**config.mk**
```make
export PLATFORM = sky130hd
export DESIGN_NAME = radius_of_gyration
export DESIGN_NICKNAME = d
export VERILOG_FILES = /design/src/rtl/core/rog_pkg.sv /design/src/rtl/core/radius_of_gyration.sv
export SDC_FILE = /design/constraint.sdc
export NUM_CORES = 2
export LEC_CHECK = 0
export BUFFER_PORTS_ARGS = -buffer_cell sky130_fd_sc_hd__buf_2
export CAP_MARGIN = 20
export CORE_MARGIN = 1.5
export CORE_UTILIZATION = 50
export CTS_BUF_LIST = sky130_fd_sc_hd__clkbuf_16
export CTS_CLUSTER_DIAMETER = 60
export DETAILED_ROUTE_END_ITERATION = 6
export GPL_TIMING_DRIVEN = 0
export PLACE_DENSITY = 0.72
export RECOVER_POWER = 100
export SETUP_SLACK_MARGIN = 0.05
export SLEW_MARGIN = 20
export SYNTH_ARGS = -nofsm -noshare
export SYNTH_HDL_FRONTEND = slang
export SYNTH_SLANG_ARGS = --single-unit
```
**constraint.sdc**
```tcl
create_clock -name clk -period 8.4 [get_ports clk]
set_input_delay 1.68 -clock clk [delete_from_list [all_inputs] [get_ports clk]]
set_output_delay 1.68 -clock clk [all_outputs]
set_load 0.01 [all_outputs]
```
**src/rtl/core/rog_pkg.sv**
```systemverilog
// Shared types and constants for the radius of gyration block.
// Holds field widths, configuration register codes and the sequencer state type.
// No dependencies.
`default_nettype none

package rog_pkg;

	localparam int COORD_W           = 20;
	localparam int FIRST_W           = 12;
	localparam int END_W             = 13;
	localparam int CFG_W             = 13;
	localparam int MAX_ATOMS_DEFAULT = 4096;
	localparam int S_TDATA_W         = 64;
	localparam int M_TDATA_W         = 24;

	localparam logic [FIRST_W-1:0] FIRST_RESET = 12'd0;
	localparam logic [END_W-1:0]   END_RESET   = 13'd4096;

	typedef enum logic {
		REG_FIRST_ATOM = 1'b0,
		REG_WINDOW_END = 1'b1
	} rog_reg_t;

	typedef enum logic [3:0] {
		ST_IDLE,
		ST_SQUARE,
		ST_DEN,
		ST_TOTAL,
		ST_CX,
		ST_CY,
		ST_CZ,
		ST_DIV,
		ST_ROOT,
		ST_DONE
	} rog_state_t;

endpackage

`default_nettype wire

```
**src/rtl/core/radius_of_gyration.sv**
```systemverilog
// Radius of gyration over a stream of atoms, with shift-add multiply,
// restoring divide and bit-pair square root on one sequencer.
// Depends on rog_pkg.
//
//   channel  dir  payload                                          handshake
//   s_*      in   tdata: coord_x, coord_y, coord_z; tuser: is_hydrogen;
//                 tlast: last_atom                                  tvalid/tready
//   m_*      out  tdata: gyration_radius; tuser: empty_set          tvalid/tready
//   cfg_*    in   index 0 first_atom, 1 window end                  write enable
//
// A skipped atom takes only its transfer; a counted atom takes its transfer plus four
// steps through the 20x20 squarer. The last atom adds the final sequence: n*n
// and n*Q by shift-add, then each |S|^2 term by shift-add, then the divide and the root.
// Reset clears sums, counters and the registers (window end to 4096).
// s_tready is high only while idle; a held result stalls only the hand-off of the next result.
`default_nettype none

module radius_of_gyration
	import rog_pkg::*;
#(
	parameter int MAX_ATOMS = MAX_ATOMS_DEFAULT
) (
	input  logic                 clk,
	input  logic                 arst_n,
	input  logic                 s_tvalid,
	output logic                 s_tready,
	input  logic [S_TDATA_W-1:0] s_tdata,   // coord_x [19:0], coord_y [39:20], coord_z [59:40]
	input  logic                 s_tuser,   // is_hydrogen
	input  logic                 s_tlast,   // last_atom
	output logic                 m_tvalid,
	input  logic                 m_tready,
	output logic [M_TDATA_W-1:0] m_tdata,   // gyration_radius [19:0]
	output logic                 m_tuser,   // empty_set
	input  logic                 cfg_we,
	input  logic                 cfg_index,
	input  logic [CFG_W-1:0]     cfg_wdata
);

	localparam int CNT_W  = $clog2(MAX_ATOMS + 1);
	localparam int LOG_N  = $clog2(MAX_ATOMS);
	localparam int SUM_W  = COORD_W + LOG_N;
	localparam int SQ_W   = 2 * COORD_W + LOG_N;
	localparam int ACC_W  = CNT_W + SQ_W + 1;
	localparam int DEN_W  = 2 * CNT_W;
	localparam int QW     = 2 * COORD_W;
	localparam int STEP_W = $clog2(ACC_W);
	localparam int CMP_W  = (CNT_W > END_W) ? CNT_W : END_W;

	localparam logic [1:0]       SQ_LAST   = 2'd3;
	localparam logic [QW-1:0]    ROOT_BIT0 = {2'b01, {(QW-2){1'b0}}};
	localparam logic [CNT_W-1:0] POS_MAX   = CNT_W'(MAX_ATOMS);

	rog_state_t state_q, state_d;
	logic       start_final;

	logic [FIRST_W-1:0]      first_q;
	logic [END_W-1:0]        end_q;
	logic [CNT_W-1:0]        pos_q;
	logic [CNT_W-1:0]        count_q;
	logic signed [SUM_W-1:0] sum_x_q, sum_y_q, sum_z_q;
	logic [SQ_W-1:0]         sumsq_q;
	logic [1:0]              sq_k_q;

	logic                    last_q;
	logic [COORD_W-1:0]      mag_x_q, mag_y_q, mag_z_q;
	logic [2*COORD_W-1:0]    prod_q;
	logic [ACC_W-1:0]        acc_q;
	logic [ACC_W-1:0]        mcand_q;
	logic [SUM_W-1:0]        mplier_q;
	logic [DEN_W-1:0]        den_q;
	logic [DEN_W-1:0]        rem_q;
	logic [STEP_W-1:0]       step_q;
	logic [QW-1:0]           root_q;
	logic [QW-1:0]           bit_q;

	logic                    m_tvalid_q;
	logic [M_TDATA_W-1:0]    m_tdata_q;
	logic                    m_tuser_q;

	logic signed [COORD_W-1:0] coord_x, coord_y, coord_z;
	logic                      in_xfer;
	logic                      in_window;
	logic                      out_free;
	logic [COORD_W-1:0]        sq_sel;
	logic [2*COORD_W-1:0]      sq_prod;
	logic                      mul_done;
	logic [ACC_W-1:0]          mul_term;
	logic [SUM_W-1:0]          mag_sx, mag_sy, mag_sz;
	logic [DEN_W:0]            div_shift, div_diff;
	logic                      div_ge;
	logic [QW:0]               root_trial;
	logic                      root_ge;
	logic [COORD_W-1:0]        radius_sat;

	assign coord_x = s_tdata[COORD_W-1:0];
	assign coord_y = s_tdata[2*COORD_W-1:COORD_W];
	assign coord_z = s_tdata[3*COORD_W-1:2*COORD_W];

	assign s_tready = (state_q == ST_IDLE);
	assign in_xfer  = s_tvalid & s_tready;
	assign out_free = !m_tvalid_q || m_tready;

	assign in_window = !s_tuser
		&& (CMP_W'(pos_q) >= CMP_W'(first_q))
		&& (CMP_W'(pos_q) < CMP_W'(end_q))
		&& (pos_q < POS_MAX);

	always_comb begin
		unique case (sq_k_q)
			2'd0:    sq_sel = mag_x_q;
			2'd1:    sq_sel = mag_y_q;
			default: sq_sel = mag_z_q;
		endcase
	end
	assign sq_prod = sq_sel * sq_sel;

	// shared shift-add multiply step
	assign mul_done = (mplier_q == '0);
	assign mul_term = mplier_q[0] ? mcand_q : '0;

	assign mag_sx = sum_x_q[SUM_W-1] ? SUM_W'(-sum_x_q) : SUM_W'(sum_x_q);
	assign mag_sy = sum_y_q[SUM_W-1] ? SUM_W'(-sum_y_q) : SUM_W'(sum_y_q);
	assign mag_sz = sum_z_q[SUM_W-1] ? SUM_W'(-sum_z_q) : SUM_W'(sum_z_q);

	// restoring divide: numerator shifts out of acc, quotient bits shift in
	assign div_shift = {rem_q, acc_q[ACC_W-2]};
	assign div_diff  = div_shift - {1'b0, den_q};
	assign div_ge    = !div_diff[DEN_W];

	assign root_trial = {1'b0, root_q} + {1'b0, bit_q};
	assign root_ge    = ({1'b0, acc_q[QW-1:0]} >= root_trial);

	assign radius_sat = (|root_q[QW-1:COORD_W]) ? '1 : root_q[COORD_W-1:0];

	always_comb begin
		state_d     = state_q;
		start_final = 1'b0;
		unique case (state_q)
			ST_IDLE: begin
				if (in_xfer) begin
					if (in_window) begin
						state_d = ST_SQUARE;
					end else if (s_tlast) begin
						start_final = 1'b1;
					end
				end
			end
			ST_SQUARE: begin
				if (sq_k_q == SQ_LAST) begin
					if (last_q) begin
						start_final = 1'b1;
					end else begin
						state_d = ST_IDLE;
					end
				end
			end
			ST_DEN: begin
				if (mul_done) state_d = ST_TOTAL;
			end
			ST_TOTAL: begin
				if (mul_done) state_d = ST_CX;
			end
			ST_CX: begin
				if (mul_done) state_d = ST_CY;
			end
			ST_CY: begin
				if (mul_done) state_d = ST_CZ;
			end
			ST_CZ: begin
				if (mul_done) state_d = acc_q[ACC_W-1] ? ST_ROOT : ST_DIV;
			end
			ST_DIV: begin
				if (step_q == STEP_W'(ACC_W - 2)) state_d = ST_ROOT;
			end
			ST_ROOT: begin
				if (bit_q == '0) state_d = ST_DONE;
			end
			ST_DONE: begin
				if (out_free) state_d = ST_IDLE;
			end
			default: state_d = ST_IDLE;
		endcase
		if (start_final) begin
			state_d = (count_q == '0) ? ST_DONE : ST_DEN;
		end
	end

	always_ff @(posedge clk or negedge arst_n) begin
		if (!arst_n) begin
			state_q    <= ST_IDLE;
			first_q    <= FIRST_RESET;
			end_q      <= END_RESET;
			pos_q      <= '0;
			count_q    <= '0;
			sum_x_q    <= '0;
			sum_y_q    <= '0;
			sum_z_q    <= '0;
			sumsq_q    <= '0;
			sq_k_q     <= '0;
			m_tvalid_q <= 1'b0;
		end else begin
			state_q <= state_d;

			if (cfg_we) begin
				unique case (cfg_index)
					REG_FIRST_ATOM: first_q <= cfg_wdata[FIRST_W-1:0];
					REG_WINDOW_END: end_q   <= cfg_wdata[END_W-1:0];
					default: ;
				endcase
			end

			if (in_xfer) begin
				sq_k_q <= '0;
				if (pos_q < POS_MAX) pos_q <= pos_q + 1'b1;
				if (in_window) begin
					sum_x_q <= sum_x_q + SUM_W'(coord_x);
					sum_y_q <= sum_y_q + SUM_W'(coord_y);
					sum_z_q <= sum_z_q + SUM_W'(coord_z);
					count_q <= count_q + 1'b1;
				end
			end

			if (state_q == ST_SQUARE) begin
				sq_k_q <= sq_k_q + 1'b1;
				if (sq_k_q != 2'd0) sumsq_q <= sumsq_q + SQ_W'(prod_q);
			end

			// hand off the result, then clear for the next system
			if (state_q == ST_DONE && out_free) begin
				m_tvalid_q <= 1'b1;
				pos_q      <= '0;
				count_q    <= '0;
				sum_x_q    <= '0;
				sum_y_q    <= '0;
				sum_z_q    <= '0;
				sumsq_q    <= '0;
			end else if (m_tvalid_q && m_tready) begin
				m_tvalid_q <= 1'b0;
			end
		end
	end

	always_ff @(posedge clk) begin
		if (in_xfer) begin
			last_q  <= s_tlast;
			mag_x_q <= coord_x[COORD_W-1] ? COORD_W'(-coord_x) : COORD_W'(coord_x);
			mag_y_q <= coord_y[COORD_W-1] ? COORD_W'(-coord_y) : COORD_W'(coord_y);
			mag_z_q <= coord_z[COORD_W-1] ? COORD_W'(-coord_z) : COORD_W'(coord_z);
		end

		if (state_q == ST_SQUARE && sq_k_q != SQ_LAST) prod_q <= sq_prod;

		if (start_final) begin
			acc_q    <= '0;
			mcand_q  <= ACC_W'(count_q);
			mplier_q <= SUM_W'(count_q);
			root_q   <= '0;
		end

		if (state_q == ST_DONE && out_free) begin
			m_tdata_q <= M_TDATA_W'(radius_sat);
			m_tuser_q <= (count_q == '0);
		end

		unique case (state_q)
			ST_DEN: begin
				if (!mul_done) begin
					acc_q    <= acc_q + mul_term;
					mcand_q  <= mcand_q << 1;
					mplier_q <= mplier_q >> 1;
				end else begin
					den_q    <= acc_q[DEN_W-1:0];
					acc_q    <= '0;
					mcand_q  <= ACC_W'(sumsq_q);
					mplier_q <= SUM_W'(count_q);
				end
			end
			ST_TOTAL: begin
				if (!mul_done) begin
					acc_q    <= acc_q + mul_term;
					mcand_q  <= mcand_q << 1;
					mplier_q <= mplier_q >> 1;
				end else begin
					mcand_q  <= ACC_W'(mag_sx);
					mplier_q <= mag_sx;
				end
			end
			ST_CX: begin
				if (!mul_done) begin
					acc_q    <= acc_q - mul_term;
					mcand_q  <= mcand_q << 1;
					mplier_q <= mplier_q >> 1;
				end else begin
					mcand_q  <= ACC_W'(mag_sy);
					mplier_q <= mag_sy;
				end
			end
			ST_CY: begin
				if (!mul_done) begin
					acc_q    <= acc_q - mul_term;
					mcand_q  <= mcand_q << 1;
					mplier_q <= mplier_q >> 1;
				end else begin
					mcand_q  <= ACC_W'(mag_sz);
					mplier_q <= mag_sz;
				end
			end
			ST_CZ: begin
				if (!mul_done) begin
					acc_q    <= acc_q - mul_term;
					mcand_q  <= mcand_q << 1;
					mplier_q <= mplier_q >> 1;
				end else begin
					rem_q  <= '0;
					step_q <= '0;
					bit_q  <= ROOT_BIT0;
					// clamp a negative variance to zero
					if (acc_q[ACC_W-1]) acc_q <= '0;
				end
			end
			ST_DIV: begin
				acc_q  <= {acc_q[ACC_W-2:0], div_ge};
				rem_q  <= div_ge ? div_diff[DEN_W-1:0] : div_shift[DEN_W-1:0];
				step_q <= step_q + 1'b1;
			end
			ST_ROOT: begin
				if (bit_q != '0) begin
					if (root_ge) begin
						acc_q[QW-1:0] <= acc_q[QW-1:0] - root_trial[QW-1:0];
						root_q        <= (root_q >> 1) + bit_q;
					end else begin
						root_q <= root_q >> 1;
					end
					bit_q <= bit_q >> 2;
				end
			end
			default: ;
		endcase
	end

	assign m_tvalid = m_tvalid_q;
	assign m_tdata  = m_tdata_q;
	assign m_tuser  = m_tuser_q;

endmodule

`default_nettype wire

```
==> results.toml <==
[yosys]
syn-mean-instance-area_um2 = 8.31
netlist-cell-type-count = 95
ys_seq_area_share_pct = 25.1
syn_area_um2 = 60800
synth.area.top_cells = "sky130_fd_sc_hd__ha_1, sky130_fd_sc_hd__edfxtp_1, sky130_fd_sc_hd__fa_1, sky130_fd_sc_hd__dfrtp_1, sky130_fd_sc_hd__dfxtp_1"
ys.flop_type = "sky130_fd_sc_hd__dfrtp_1"
fraction_of_post_synthesis_cell_area_in_the_top_cell_type_by_area_pct = 11.5
synth-seq-cells = 610
netlist.top_cell.by_area = "sky130_fd_sc_hd__ha_1"
synth-edff-count = 200
ys_warn_count = 0
async_flop_share_pct = 33.8
synth_cells = 7317

[sta]
worst_setup_skew_after_layout_ns = 0.0441
rsz_0062_raised_after_global_routing = "yes"
finalWorstSetupSlack_ns = 0.194
finalSetupViolCount = 0
final.min_clock_period_ns = 8.21
finalHoldViolations = 0
clock.fmax_mhz = 122
slew_viol_final = 315
timing.max_slew.rel_slack_pct = -157
worst-slew-pin-transition_ns = 3.85
finalCritPeriodShare_pct = 97.7

[detailed_routing]
drt_wl_total_um = 231000
drt-wirelength-per-cell_um = 24.9
drc = 2
drt_first_pass_iters = 7
iter_0_drt_violations = 6493
number_of_nets_with_antenna_violations_after_routing = 0
dr_total_vias = 59000
detail_route.vias_per_cell = 6.36

[global_routing]
grt_pass1_vias = 56300
overall_overflow_remaining_after_global_route = 0
use_met3_pct = 6.55
met1_usage_pct = 46.7
grt_first_pass_wirelength_um = 343000
grt-busiest-layer = "met2"
track_usage_pct = 36.6
globalRouteMet2Util_pct = 56.9
grt_max_degree = 73
antenna_violations_before_repair = 8

[cts]
hold_buffers = 0
numCtsBuffers = 84
clkTransAtPathRegs_ns = 0.06
cts_buffer_depth = 3
cts.htree.levels = 3
clock_insertion_delay_worst_skew_ns = 0.72
cts_tree = "yes"
tritoncts_num_sinks = 610
cts-root-buf = "sky130_fd_sc_hd__clkbuf_16"

[placed_design]
place_ws_ns = -2.32
placed_cell_area_um2 = 63600
gp_congestion = 1.06
hpwl_um = 180000
numPortBuffers = 103
post-place-cells = 9047

[floorplanning]
floorplan.initialDensity_pct = 50.5
std_cell_rows = 127
die-height_um = 352
die_area_um2 = 124000
die_width_um = 352
io_pins = 112
fp.coreArea_um2 = 120000

[setup_path]
critPathKind = "reg2reg"
setup_crit_end_kind = "flop"
bufs_and_invs_on_worst_path = 11
worst-endpoint-required_ns = 8.83
worstSetupStartpointType = "flop"
critPathTopFamily = "adder cells"
cpPeakStageDelay_ns = 0.57
path_max_fanout = 7
crit_arrival_ns = 8.63
critical-path-slowest-cell = "sky130_fd_sc_hd__fa_2"

[finish]
finalNetCount = 8523
commonest_non_fill_non_tap_cell_in_the_layout = "sky130_fd_sc_hd__nand2_1"
most-common-layout-cells = "sky130_fd_sc_hd__nand2_1, sky130_fd_sc_hd__inv_1, sky130_fd_sc_hd__o21ai_0"
post_route_cells_drive_above_1_share_pct = 7.04
area_of_the_multi_input_gates_um2 = 42500
stdcell_area_um2 = 67800
final_cell_count_no_fill = 9285
num-fill-cells = 11100
layout-area-overhead-vs-synth_pct = 11.5
layout.area.seq_um2 = 15200
post-route-util_pct = 56.3

[min_path]
min-delay-path-class = "reg2reg"

[run]
cap_viol_max_count = 8

[status]
status = "finished, violations left"
violations = "design-rule violations, max-capacitance violations, max-slew violations"
## layout make-up
| cell class | instances | share of cell area, % |
|---|---|---|
| Buffer | 329 | 2.30 |
| Antenna cell | 6 | 0.0222 |
| Tap cell | 1612 | 2.98 |
| Clock inverter | 74 | 1.07 |
| Sequential cell | 610 | 22.5 |
| Inverter | 622 | 3.50 |
| Multi-Input combinational cell | 5755 | 62.8 |
| Clock buffer | 84 | 3.10 |
| Timing Repair Buffer | 193 | 1.79 |
## path summary, 6_finish.rpt
check	startpoint	endpoint	slack, ns	cells past startpoint
max in group asynchronous	arst_n	sq_k_q[0]	2.28	2
hold / removal	mcand_q[56]	mcand_q[57]	0.44	2
setup reg to reg	sq_k_q[1]	prod_q[34]	0.19	34
hold reg to reg	mcand_q[56]	mcand_q[57]	0.44	2
min in group asynchronous	arst_n	sumsq_q[20]	2.34	1
setup / recovery	sq_k_q[1]	prod_q[34]	0.19	34
## worst min-delay path: stages, from the launching register on
cell and delay [ns]:
sky130_fd_sc_hd__dfxtp_1 0.32, sky130_fd_sc_hd__nand2_1 0.06, sky130_fd_sc_hd__nand2_1 0.04
## routing by layer
layer / routed length [um] / up-vias
met3: 20300 / 821
met4: 18000 / 4
li1: - / 26700
met1: 92100 / 28400
met2: 101000 / 3085
met5: 25 / -
## cell usage after synthesis (23+ instances only)
cell type and number:
sky130_fd_sc_hd__nand4_1 52, sky130_fd_sc_hd__a31oi_1 76, sky130_fd_sc_hd__o41ai_1 23, sky130_fd_sc_hd__nand2b_1 74, sky130_fd_sc_hd__nor2_1 540, sky130_fd_sc_hd__dfrtp_1 205
sky130_fd_sc_hd__a21oi_1 549, sky130_fd_sc_hd__nor2b_1 54, sky130_fd_sc_hd__or2_2 29, sky130_fd_sc_hd__ha_1 557, sky130_fd_sc_hd__a221o_1 25, sky130_fd_sc_hd__or3_1 74
sky130_fd_sc_hd__clkbuf_1 279, sky130_fd_sc_hd__o31ai_1 83, sky130_fd_sc_hd__nand3_1 279, sky130_fd_sc_hd__a22oi_1 73, sky130_fd_sc_hd__a221oi_1 40, sky130_fd_sc_hd__o21ai_0 571
sky130_fd_sc_hd__o21a_1 50, sky130_fd_sc_hd__buf_1 33, sky130_fd_sc_hd__edfxtp_1 200, sky130_fd_sc_hd__nor4_1 61, sky130_fd_sc_hd__nor3_1 100, sky130_fd_sc_hd__inv_1 613
sky130_fd_sc_hd__dfxtp_1 204, sky130_fd_sc_hd__xor2_1 224, sky130_fd_sc_hd__a31o_2 23, sky130_fd_sc_hd__mux2i_1 50, sky130_fd_sc_hd__a22o_1 32, sky130_fd_sc_hd__and3_1 61
sky130_fd_sc_hd__nand2_1 701, sky130_fd_sc_hd__o21bai_1 82, sky130_fd_sc_hd__o22ai_1 29, sky130_fd_sc_hd__o211ai_1 55, sky130_fd_sc_hd__fa_1 286, sky130_fd_sc_hd__and2_1 50
sky130_fd_sc_hd__a21o_1 207, sky130_fd_sc_hd__o221ai_1 32, sky130_fd_sc_hd__xnor2_1 270, sky130_fd_sc_hd__a211oi_1 57
## flip-flops by register name (all words and copies together) (netlist names), 2 cells and up
register,count
step_q,7
mcand_q,66
rem_q,26
count_q,13
den_q,26
state_q,4
m_tdata,20
mplier_q,32
mag_x_q,20
sum_x_q,32
sum_y_q,32
prod_q,39
sq_k_q,2
first_q,12
bit_q,20
pos_q,13
mag_z_q,20
acc_q,66
end_q,13
root_q,40
sum_z_q,32
mag_y_q,20
sumsq_q,52
## metrics by stage
stage	setup TNS, ns	hold WS (ns)
2_1_floorplan	0	0.428
3_3_place_gp	-31.81	0.445
3_5_place_dp	-34.99	0.450
4_1_cts	0	0.428
5_1_grt	-0.146	0.473
6_report	0	0.437
## what timing repair did
action                     4_1_cts  5_1_grt
resized for setup              152      110
setup endpoints to repair       27       14
setup buffers                   29       47
pin swaps                       18       65
cloned                           1        0
## kinds of logic after synthesis
family,synth area share [%]
AOI/OAI and AO/OA,23.4
xor gates and xnor gates,7.12
buffers and inverters,5.97
and+or+nand+nor,16.3
muxes,1.16
other,0.00617
adders and majority gates,20.9
DFF,25.1
Power is not shown: default switching activity piles up to over one toggle a cycle in this logic, so the estimate is an artifact.
